===== src/hdl/hcs_pkg.sv =====
// ----------------------------------------------------------------------------
// hcs_pkg: hop channel select shared definitions
// Widths, register codes, request/result payload types and the map rank
// bundle passed between the map ranking unit and the top level.
// ----------------------------------------------------------------------------
package hcs_pkg;

  // field widths
  localparam int EC_W   = 16;   // event counter, also the prn width
  localparam int AA_W   = 32;   // access address
  localparam int MAP_W  = 37;   // channel map register
  localparam int CH_W   = 6;    // channel index
  localparam int CFG_W  = 37;   // widest configuration register
  localparam int IDX_W  = 1;    // configuration register index

  // channel map reset value: every channel used
  localparam logic [MAP_W-1:0] MAP_RESET = '1;

  // prn round multiplier
  localparam int PRN_MUL = 17;

  // map ranking: blocks of eight map bits
  localparam int BLOCK_W    = 8;
  localparam int MAP_BLOCKS = (MAP_W + BLOCK_W - 1) / BLOCK_W;
  localparam int RANK_W     = $clog2(MAP_W + 1);

  // datapath register stages from request to result
  localparam int PIPE_DEPTH = 6;

  // configuration register codes
  typedef enum logic [IDX_W-1:0] {
    REG_ACCESS_ADDRESS = 1'b0,
    REG_CHANNEL_MAP    = 1'b1
  } cfg_reg_t;

  // request payload
  typedef struct packed {
    logic [EC_W-1:0] event_counter;
  } req_t;

  // result payload
  typedef struct packed {
    logic [CH_W-1:0] channel;
    logic            remapped;
    logic            map_error;
  } res_t;

  // used-channel bits with their rank among used channels and the total
  typedef struct packed {
    logic [MAP_W-1:0]             used;
    logic [MAP_W-1:0][RANK_W-1:0] prefix;
    logic [RANK_W-1:0]            count;
  } map_rank_t;

endpackage


===== src/hdl/hcs_round.sv =====
// ----------------------------------------------------------------------------
// hcs_round: one prn round
// Reverses the bits within each byte, multiplies by 17 and adds the
// channel identifier, modulo 2^16.
// ----------------------------------------------------------------------------
module hcs_round (
  input  logic [hcs_pkg::EC_W-1:0] ident,
  input  logic [hcs_pkg::EC_W-1:0] x,
  output logic [hcs_pkg::EC_W-1:0] y
);

  logic [hcs_pkg::EC_W-1:0] perm;

  // bit reversal inside each byte
  always_comb begin
    for (int i = 0; i < 8; i++) begin
      perm[i]     = x[7 - i];
      perm[8 + i] = x[15 - i];
    end
  end

  // multiply by constant and add identifier, wrap to 16 bits
  assign y = hcs_pkg::EC_W'(32'(perm) * 32'(hcs_pkg::PRN_MUL) + 32'(ident));

endmodule


===== config.mk =====
export PLATFORM = sky130hd
export DESIGN_NAME = hcs_round
export DESIGN_NICKNAME = d
export VERILOG_FILES = /design/src/hdl/hcs_pkg.sv /design/src/hdl/hcs_round.sv
export SDC_FILE = /design/constraint.sdc
export NUM_CORES = 1
export LEC_CHECK = 0
export BUFFER_PORTS_ARGS = -buffer_cell sky130_fd_sc_hd__buf_4
export CAP_MARGIN = 15
export CORE_MARGIN = 2
export CORE_UTILIZATION = 55
export DETAILED_ROUTE_END_ITERATION = 10
export PLACE_DENSITY = 0.85
export SYNTH_ARGS = -nofsm -noshare
export SYNTH_HDL_FRONTEND = slang
export SYNTH_SLANG_ARGS = --single-unit

===== constraint.sdc =====
create_clock -name vclk -period 7.8
set_clock_uncertainty 0.15 [all_clocks]
set_input_delay 0.39 -clock vclk [all_inputs]
set_output_delay 0.39 -clock vclk [all_outputs]
set_load 0.05 [all_outputs]

# --- Word level (Yosys, flattened, before mapping) ---
# Cells that the tools add are included.
totals:
  output_inout_bits: 16
  input_bits: 32
  reg_bits: 0
op_classes:
  n_mul: 1
  add_sub_neg: 1
op_table:
  columns: ["operator", "count"]
  rows:
  - ["adder 16 bit", 1]
  - ["multiplier 16 x 5 -> 16 bit (second input constant)", 1]

# --- Depth between registers and ports, before layout ---
depth:
  depth_word: 2
  mapped_depth: 12
  depth_no_buf: 11

# --- Worst setup path before layout ---
# Ideal clock, no wire load.
synth_timing:
  path_kind: "input to output"
  from: "input ident[6] in the netlist's numbering"
  to: "output y[12] in the netlist's numbering"
  t_arrival_ns: 4.105
  setup_slack_ns: 3.155
  n_path_buf: 0
  path_stages: 10
  cell_sequence: "ha_1 > ha_1 > inv_1 > fa_1 > inv_1 > ha_1 > o21ai_0 > nor3_1 > o21ai_0 > o311ai_0"
synth_via:
  elab_chain_cells: 1
synth_rtl:
  columns: ["element", "line_no", "text"]
  rows:
  - ["start: declaration", "hcs_round.sv:7", "input logic [hcs_pkg::EC_W-1:0] ident,"]
  - ["adder 16 bit", "hcs_round.sv:23", "assign y = hcs_pkg::EC_W'(32'(perm) * 32'(hcs_pkg::PRN_MUL) + 32'(ident));"]
  - ["end: declaration", "hcs_round.sv:9", "output logic [hcs_pkg::EC_W-1:0] y"]
# No other way between the ends.

# --- Worst setup path after layout ---
layout_timing:
  from: "input ident[9] in the netlist's numbering"
  to: "output y[12] in the netlist's numbering"
# The elaborated chain is that of the path after synthesis.

==> out/metrics.sh <==
NUMBER_OF_PINS_EXCEEDING_THEIR_MAX_SLEW_LIMIT_IN_THE_FINAL_REPORT=0
TIMING_WORST_SLEW_PIN_VALUE_PS=332.0
PLACE.DETAILED.INSTANCES=249
SEQ_AREA_UM2=0
FLOORPLAN.CORE_AREA_UM2=2432
ANTENNADIODECOUNT=0
GRT_FIRST_PASS_WIRELENGTH_UM=4836
MULTI_INPUT_AREA_UM2=1210
AVGVIACOUNTPERCELL=5.277
GPL.FINAL_WEIGHTED_CONGESTION=0.7411
CP-START-KIND='primary input'
NET-SWITCHING-POWER_mW=0.2975
POWER_FRAC_COMB=1.000
TOTAL_DESIGN_POWER_mW=0.4488
NETS=307
POWER.SHARE.CLOCK=0
YOSYS.AREA.TOP_TYPE='sky130_fd_sc_hd__ha_1'
P_SEQ_FRAC=0
ENDPOINT_KIND='output port'
FLOORPLAN.DIE.HEIGHT_UM=54.28
DP_WORST_SETUP_SLACK_PS=3808
SYN_AREA_PER_CELL_UM2=8.082
WL_UM=3037
YS_WARN_COUNT=0
MAXSLEWHEADROOM=0.7770
CTS_HOLD_BUF=0
NUMSEQUENTIALCELLS=0
CP_DATA_ARRIVAL_TIME_PS=3460
POST_SYNTH_MAIN_AREA_CONTRIBUTORS='sky130_fd_sc_hd__ha_1 (39%), sky130_fd_sc_hd__fa_1 (16%), sky130_fd_sc_hd__inv_1 (13%)'
CELL_INTERNAL_PWR_mW=0.1513
PORT_BUFFERS=48
ROUTE.DETAILED.DRC=0
DRIVE_GT1_FRAC=0.2283
TOP_ACHIEVABLE_CLOCK_SPEED_MHz=250.3
POWERDENSITY_nW_PER_UM2=251.6
SETUP_VIOLATIONS=0
FLOORPLAN.DIE_AREA_UM2=2946
POST_CTS_RESIZED=0
RUN_STATUS='completed'
NETSWITCHINGFRACTION=0.6628
GRT_REMAINING_OVERFLOW=0
MAXIMUM_NUMBER_OF_PINS_ON_ONE_NET_BEFORE_GLOBAL_ROUTE_REPAIR=9
VIA_COUNT_OF_THE_FIRST_GLOBAL_ROUTING_PASS=1219
IOPINCOUNT=48
ANTENNA_VIOLATIONS_BEFORE_REPAIR=0
POST_SYNTH_INSTANCE_AREA_UM2=1390
LAYOUT_SETUP_WS_PS=3804
FIN_HOLD_WS_PS=1022
NETLIST_INSTANCES=172
INITIAL_UTILIZATION=0.5715
STDCELL_COUNT=249
DRT-INITIAL-DRC-COUNT=16
TIMING.FINAL.CRIT_PERIOD_PS=3996
ROWS=18
HP-CLASS='in2out'
GRTUSAGETOTAL=0.2187
DIE_WIDTH_UM=54.28
LAYOUT.CLOCK_BUFFERS=0
WORST_PATH_REQUIRED_TIME_PS=7260
DETAILROUTE.VIA_COUNT=1314
SYNTHDOMINANTCELLAREASHARE=0.3870
POST_DRT_WL_PER_CELL_UM=12.20
RESIDUAL_ANTENNA_VIOLATING_NET_COUNT_AFTER_DETAILED_ROUTING=0
SYNTH_SEQ_AREA_SHARE=0
POWER.IR.VDD_WORST_mV=0.2257
CTS_SETUP_BUFFERS=0
MAX-CAP-VIOLATIONS=0
DR.PASS1.ITERS=4
AREA_DELTA_SYNTH_FINAL_PCT=28.35
SETUP.WORST_PATH.CLASS='in2out'
PLACE.DETAILED.HPWL_UM=2832
SETUP_REPAIR_AFTER_GLOBAL_ROUTING_MISSED_ITS_MARGIN='no'
FINALCRITPERIODSHARE=0.5123
FINAL_HOLD_VIOL_COUNT=0
SYN_NETS=258
SETUP-TNS-FINAL_PS=0
LEAKAGEPOWER_nW=1.033
FILLER_CELL_COUNT=200
YS_TYPES=29
CRITICAL_PATH.MAX_FANOUT=6
## cells in the mapped netlist (3+ instances only)
| cell | n |
|---|---|
| sky130_fd_sc_hd__fa_1 | 11 |
| sky130_fd_sc_hd__ha_1 | 43 |
| sky130_fd_sc_hd__nand2_1 | 3 |
| sky130_fd_sc_hd__a21o_1 | 3 |
| sky130_fd_sc_hd__a21oi_1 | 9 |
| sky130_fd_sc_hd__inv_1 | 47 |
| sky130_fd_sc_hd__xor2_1 | 4 |
| sky130_fd_sc_hd__nor2_1 | 9 |
| sky130_fd_sc_hd__o21ai_0 | 8 |
| sky130_fd_sc_hd__xnor2_1 | 9 |
## worst max-delay path: stages
cell	delay [ps]
sky130_fd_sc_hd__buf_4	110
sky130_fd_sc_hd__ha_1	280
sky130_fd_sc_hd__ha_1	280
sky130_fd_sc_hd__inv_1	60
sky130_fd_sc_hd__fa_1	530
sky130_fd_sc_hd__inv_1	40
sky130_fd_sc_hd__ha_1	380
sky130_fd_sc_hd__a21oi_1	200
sky130_fd_sc_hd__o21ai_0	150
sky130_fd_sc_hd__o21ai_0	220
sky130_fd_sc_hd__or4b_1	450
sky130_fd_sc_hd__o311ai_0	120
sky130_fd_sc_hd__buf_4	260
## routing by layer
layer	wire length (µm)	part of all wire	global-route usage
met1	1299	0.43	0.2655
met2	1607	0.53	0.4217
met3	111	0.037	0.01366
met4	19	0.0063	0.03750
met5	0	0	0
## power groups by stage
stage	clock (mW)	sequential, mW	combinational, mW
floorplan	0	0	0.330
global placement	0	0	0.432
detailed placement	0	0	0.448
CTS	0	0	0.449
global route	0	0	0.487
finish	0	0	0.449
## final cells by class
type,instances,area share
timing repair buffer,48,0.2020
multi-input combinational,124,0.6781
inverter,47,0.09888
tap,30,0.02104
## stage by stage
step                      instance area (µm²)  utilization
after floorplan                          1390            -
after global placement                   1784       0.7335
after detailed placement                 1784       0.7335
after CTS                                1784       0.7335
after global routing                     1784       0.7335
final                                    1784       0.7335
## cell families (layout without fill, tap and decap cells)
| kind of cell | after synthesis | in the layout | synth area share |
|---|---|---|---|
| AO/OA/AOI/OAI | 35 | 35 | 0.1638 |
| buffers and inverters | 48 | 95 | 0.1296 |
| adder cells (fa/ha/maj) | 54 | 54 | 0.5455 |
| XOR/XNOR | 13 | 13 | 0.08191 |
| AND/OR/NAND/NOR | 22 | 22 | 0.07921 |
## final timing paths
kind	from	endpoint	depth (start not counted)
setup / recovery	ident[9]	y[12]	13
hold / removal	ident[0]	y[0]	3
## layout by cell type, fill, tap and decap left out, types with 3 or more instances in the layout
cell,netlist,routed
sky130_fd_sc_hd__buf_4,0,48
sky130_fd_sc_hd__inv_1,47,47
sky130_fd_sc_hd__ha_1,43,43
sky130_fd_sc_hd__fa_1,11,11
sky130_fd_sc_hd__a21oi_1,9,9
sky130_fd_sc_hd__nor2_1,9,9
sky130_fd_sc_hd__xnor2_1,9,9
sky130_fd_sc_hd__o21ai_0,8,8
sky130_fd_sc_hd__xor2_1,4,4
sky130_fd_sc_hd__a21o_1,3,3
sky130_fd_sc_hd__nand2_1,3,3
Note: power is estimated with default switching activity, not from simulation.
