## src/hdl/hcs_pkg.sv

```systemverilog
// ----------------------------------------------------------------------------
// hcs_pkg: hop channel select shared definitions
// Widths, register codes, request/result payload types and the map rank
// bundle passed between the map ranking unit and the top level.
// ----------------------------------------------------------------------------
package hcs_pkg;

  // field widths
  localparam int EC_W   = 16;   // event counter, also the prn width
  localparam int AA_W   = 32;   // access address
  localparam int MAP_W  = 37;   // channel map register
  localparam int CH_W   = 6;    // channel index
  localparam int CFG_W  = 37;   // widest configuration register
  localparam int IDX_W  = 1;    // configuration register index

  // channel map reset value: every channel used
  localparam logic [MAP_W-1:0] MAP_RESET = '1;

  // prn round multiplier
  localparam int PRN_MUL = 17;

  // map ranking: blocks of eight map bits
  localparam int BLOCK_W    = 8;
  localparam int MAP_BLOCKS = (MAP_W + BLOCK_W - 1) / BLOCK_W;
  localparam int RANK_W     = $clog2(MAP_W + 1);

  // datapath register stages from request to result
  localparam int PIPE_DEPTH = 6;

  // configuration register codes
  typedef enum logic [IDX_W-1:0] {
    REG_ACCESS_ADDRESS = 1'b0,
    REG_CHANNEL_MAP    = 1'b1
  } cfg_reg_t;

  // request payload
  typedef struct packed {
    logic [EC_W-1:0] event_counter;
  } req_t;

  // result payload
  typedef struct packed {
    logic [CH_W-1:0] channel;
    logic            remapped;
    logic            map_error;
  } res_t;

  // used-channel bits with their rank among used channels and the total
  typedef struct packed {
    logic [MAP_W-1:0]             used;
    logic [MAP_W-1:0][RANK_W-1:0] prefix;
    logic [RANK_W-1:0]            count;
  } map_rank_t;

endpackage

```

## src/hdl/hcs_map_rank.sv

```systemverilog
// ----------------------------------------------------------------------------
// hcs_map_rank: channel map ranking
// Two register levels: per-block popcounts and in-block partial counts,
// then the number of used channels below each channel and the total.
// ----------------------------------------------------------------------------
module hcs_map_rank #(
  parameter int NUM_CHANNELS = 37
) (
  input  logic                      clk,
  input  logic [hcs_pkg::MAP_W-1:0] channel_map,
  output hcs_pkg::map_rank_t        rank
);

  localparam int NB  = hcs_pkg::MAP_BLOCKS;
  localparam int BW  = hcs_pkg::BLOCK_W;
  localparam int RW  = hcs_pkg::RANK_W;
  localparam int MW  = hcs_pkg::MAP_W;
  localparam int PW  = $clog2(BW);       // in-block count width
  localparam int CW  = $clog2(BW + 1);   // block count width

  logic [NB*BW-1:0]         pad;
  logic [NB*BW-1:0][PW-1:0] part_next;
  logic [NB-1:0][CW-1:0]    blk_next;
  logic [MW-1:0]            used_a;
  logic [MW-1:0][PW-1:0]    part_a;
  logic [NB-1:0][CW-1:0]    blk_a;
  logic [NB:0][RW-1:0]      base;
  hcs_pkg::map_rank_t       rank_next;

  // drop map bits at or above the channel count, pad to whole blocks
  always_comb begin
    pad = '0;
    for (int c = 0; c < MW; c++) begin
      pad[c] = channel_map[c] && (c < NUM_CHANNELS);
    end
  end

  // used bits below each position within its block, and block totals
  always_comb begin
    for (int b = 0; b < NB; b++) begin
      blk_next[b] = '0;
      for (int i = 0; i < BW; i++) begin
        part_next[b*BW + i] = blk_next[b][PW-1:0];
        blk_next[b]         = blk_next[b] + CW'(pad[b*BW + i]);
      end
    end
  end

  // first level
  always_ff @(posedge clk) begin
    used_a <= pad[MW-1:0];
    part_a <= part_next[MW-1:0];
    blk_a  <= blk_next;
  end

  // block bases and per-channel rank
  always_comb begin
    base[0] = '0;
    for (int b = 1; b <= NB; b++) begin
      base[b] = base[b-1] + RW'(blk_a[b-1]);
    end
    rank_next.used  = used_a;
    rank_next.count = base[NB];
    for (int c = 0; c < MW; c++) begin
      rank_next.prefix[c] = base[c / BW] + RW'(part_a[c]);
    end
  end

  // second level
  always_ff @(posedge clk) begin
    rank <= rank_next;
  end

endmodule

```

## config.mk

```make
export PLATFORM = sky130hd
export DESIGN_NAME = hcs_map_rank
export DESIGN_NICKNAME = d
export VERILOG_FILES = /design/src/hdl/hcs_pkg.sv /design/src/hdl/hcs_map_rank.sv
export SDC_FILE = /design/constraint.sdc
export NUM_CORES = 1
export LEC_CHECK = 0
export ABC_AREA = 1
export BUFFER_PORTS_ARGS = -buffer_cell sky130_fd_sc_hd__buf_4
export CAP_MARGIN = 20
export CORE_AREA = 3 3 159 161
export CTS_CLUSTER_SIZE = 25
export DETAILED_ROUTE_END_ITERATION = 7
export DIE_AREA = 0 0 162 164
export PLACE_DENSITY = 0.77
export SYNTH_ARGS = -nofsm -noshare
export SYNTH_HDL_FRONTEND = slang
export SYNTH_SLANG_ARGS = --single-unit
```

## constraint.sdc

```tcl
create_clock -name clk -period 5.16 [get_ports clk]
set_clock_uncertainty 0.1 [all_clocks]
set_input_delay 0.774 -clock clk [delete_from_list [all_inputs] [get_ports clk]]
set_output_delay 0.774 -clock clk [all_outputs]
set_load 0.1 [all_outputs]
```

### After elaboration in Yosys (flattened, before gate mapping)

Cells that the tools add are included.

* bits in registers: 371
* input port bits: 38
* output and inout port bits: 265
* word-level logic and storage cells: 137

* add/subtract/negate cells: 61

Operators with widths (count)
* 4-bit by 1-bit adder with 4-bit output: 17
* 6-bit by 3-bit adder with 6-bit output: 7
* 5-bit by 3-bit adder with 6-bit output: 5
* 4-bit by 3-bit adder with 5-bit output: 5
* 3-bit by 1-bit adder with 4-bit output: 5
* 2-bit by 1-bit adder with 3-bit output: 5
* 6-bit by 1-bit adder with 6-bit output: 2
* 6-bit by 2-bit adder with 6-bit output: 2
* 6-bit by 4-bit adder with 6-bit output: 2
* 1-bit by 1-bit adder with 2-bit output: 5
* 5-bit by 1-bit adder with 6-bit output: 1
* 5-bit by 2-bit adder with 6-bit output: 1
* 5-bit by 4-bit adder with 6-bit output: 1
* 4-bit by 1-bit adder with 5-bit output: 1
* 4-bit by 2-bit adder with 5-bit output: 1
* 4-bit by 4-bit adder with 5-bit output: 1

### Depth between registers and ports, before layout

* depth in word-level cells: 7
* mapped depth: 24

### Worst setup path before layout

Ideal clock, no wire load.

* path kind: flip-flop to flip-flop
* from: register blk_a[1] in the netlist's numbering
* to: register rank[5] in the netlist's numbering
* arrival: 4.384 ns
* setup slack: 0.564 ns
* stages on the path, launching flop included: 16
* path buffers: 0
* clock period less this slack: 4.596 ns
* path through: dfxtp_1 > inv_1 > fa_1 > inv_1 > fa_1 > inv_1 > fa_1 > xnor2_2 > ha_1 > nand3_1 > nand3_1 > a21oi_1 > nand3b_1 > inv_1 > nand2_1 > nand2_1

RTL lines
* start, declared: RTL line hcs_map_rank.sv:26 `logic [NB-1:0][CW-1:0] blk_a;`
* start signal, assigned: RTL line hcs_map_rank.sv:53 `blk_a <= blk_next;`
* end signal, assigned: RTL line hcs_map_rank.sv:71 `rank <= rank_next;`
* end, declared: RTL line hcs_map_rank.sv:11 `output hcs_pkg::map_rank_t rank`

==> impl_metrics.ini <==
[sta]
period_minus_slack_ns = 4.66
finalSetupTns_ns = 0
relSlewSlack_pct = 59.9
max_freq_mhz = 214
setup_viol = 0
hold_viol_final = 0
slew_violations = 0
worst_slack_ns = 0.496
timing.final.crit_share_pct = 90.4
worst_slew_pin_slew_ns = 0.600
rsz0062_at_grt = false

[global_route]
antenna_found_initial = 1
grt_pass1_vias = 8254
grt_max_degree = 18
grt_pass1_wl_mm = 41.7
grt_usage_pct = 19.6
grt-ovfl-total = 0

[critical_path]
critPathLaunchType = register
cp-end-kind = register
slowest_stage = nand2_1
timing.critical_path.buf_inv = 6
path_max_fanout = 13
crit_family = simple AND/OR/NAND/NOR gates
worstPathCellList = inv_1 -> fa_1 -> inv_1 -> or2_2 -> nand2_1 -> inv_1 -> ha_1 -> a21oi_1 -> nand3_1 -> nand2_1 -> inv_2 -> ha_1 -> nand3b_1 -> nand2_4 -> inv_2 -> ha_1 -> a21oi_1 -> nand3b_1 -> inv_1 -> nand2_1 -> nand2_1
slowest_delay_ns = 0.47
critPathRequiredTime_ns = 5.47
crit_type = register to register
arrival_ns = 4.97

[die]
die_h_microns = 164
io_pins = 303
die_w_microns = 162
die-area_sq_mm = 0.0266
start_util_pct = 52.4
core.rowCount = 57
coreArea_sq_mm = 0.0241

[place]
portBuffers = 262
gp_congestion = 0.842
pre_cts_slack_ns = 0.510
placed_cell_area_sq_mm = 0.0149
hpwl_mm = 19.8

[final_layout]
fillers = 1799
syn_to_final_growth_pct = 27.7
final_cell_area_sq_mm = 0.0161
drive_gt1_share_pct = 25.2
seq_area_sq_mm = 0.00715
final_util_pct = 67.0
n_antenna_cell = 0
fin_nets = 1623
multi_input_area_sq_mm = 0.00490

[clock_tree]
cts_buffer_depth = 3
numCtsBuffers = 37
cts_sinks = 357
clkLatencyLatePin_ns = 0.51
postCtsSetupRepairBufs = 0
cts_tree = done
ctsHtreeMaxLevel = 2
hold_buffers = 0
cts_resized = 0
cts-root-buf = clkbuf_16
path_clk_slew_ns = 0.06

[synthesis]
synth_warnings = 0
yosysUniqueCellTypes = 35
syn_inst = 1110
netlist.top_cell.by_area = dfxtp_1
ys_seq_area_share_pct = 56.5
synth_top_area_share_pct = 56.5
synth_area_leaders = dfxtp_1 (57%), ha_1 (14%), fa_1 (5.5%)
synthesis.area_sq_mm = 0.0126
synth_area_per_cell_sq_um = 11.4
synth-seq-cells = 357

[status]
status = complete, no violations

[detailed_routing]
num_vias = 8122
drcViolationCount = 0
ant_nets = 0
wl_per_cell_microns = 15.0
drt_iter0_drc = 278
vias_per_cell = 4.61
first_pass_iters = 4
routed_wl_mm = 26.4

[job]
cap_violations = 0

[worst_hold_path]
holdCritPathClass = register to register
## cell usage after synthesis (all sizes together)
cell and count:
fa 35, nand4 14, dfxtp 357, nor3 5, nor2 26, or2 3
nand3 64, a31oi 5, a21o 5, inv 102, ha 137, clkinv 2
conb 1, xnor2 17, a21oi 25, buf 46, nand3b 6, xor2 53
o21ai 8, nor4 1, nand2 192, o22ai 5, clkbuf 1
## path summary, 6_finish.rpt
kind	start	endpoint	slack, ns	depth (start not counted)
worst min register to register	used_a[30]$_DFF_P_	rank[258]$_DFF_P_	0.21	0
worst min-delay path	used_a[30]$_DFF_P_	rank[258]$_DFF_P_	0.21	0
worst max register to register	blk_a[1]$_DFF_P_	rank[5]$_DFF_P_	0.50	21
worst max-delay path	blk_a[1]$_DFF_P_	rank[5]$_DFF_P_	0.50	21
## sequential cells by signal, indices dropped and copies added (netlist names)
signal,cells
rank,224
part_a,76
used_a,37
blk_a,20
## cell type report
cell class                      instances  share of cell area (%)
Multi-Input combinational cell        641                    30.4
Inverter                              104                    2.43
Clock buffer                           49                    6.59
Timing Repair Buffer                  272                    12.6
Clock inverter                         15                    1.20
Tap cell                              324                    2.51
Sequential cell                       357                    44.3
## stage by stage
step | hold WS [ns] | std cells
floorplan | 0.210 | 1149
global placement | 0.210 | 1698
detailed placement | 0.212 | 1698
CTS | 0.216 | 1762
global route | 0.223 | 1762
finish | 0.215 | 1762
## routing by layer
layer	vias to the layer above	track usage [%]	wire (microns)
li1	4089	-	-
met1	3734	24.6	11300
met2	253	33.2	12500
met3	44	4.97	1770
met4	2	6.51	692
met5	-	0	20
## cell usage in the layout, fill, tap and decap left out, types with 2 or more instances in the layout
cell,count
a21oi_1,24
o21ai_1,3
dfxtp_1,357
nand3_1,63
nor2_1,24
ha_1,137
a31oi_1,5
inv_1,99
bufinv_16,4
inv_6,2
clkinv_2,6
o21ai_0,5
fa_1,35
nand3b_1,6
clkbuf_16,39
xnor2_1,16
o22ai_1,5
nor2_2,2
nand2_4,10
a21o_1,5
clkbuf_1,5
nand4_1,14
buf_4,272
nand2_1,173
nor3_1,5
clkinvlp_4,3
nand2_2,8
inv_2,3
conb_1,40
xor2_1,53
clkbuf_8,5
or2_2,2
## cells by family after synthesis
group / Yosys count / share of synthesized area (%)
flip-flops: 357 / 56.5
AND/OR/NAND/NOR: 311 / 11.4
adder cells (fa/ha/maj): 172 / 19.1
buffers and inverters: 151 / 5.84
XOR/XNOR: 70 / 4.91
AO/OA/AOI/OAI: 48 / 2.13
other: 1 / 0.0297
Power is left out: the tool's default activity adds up to more than one toggle a clock period on the data nets, which glitch-free logic cannot reach.
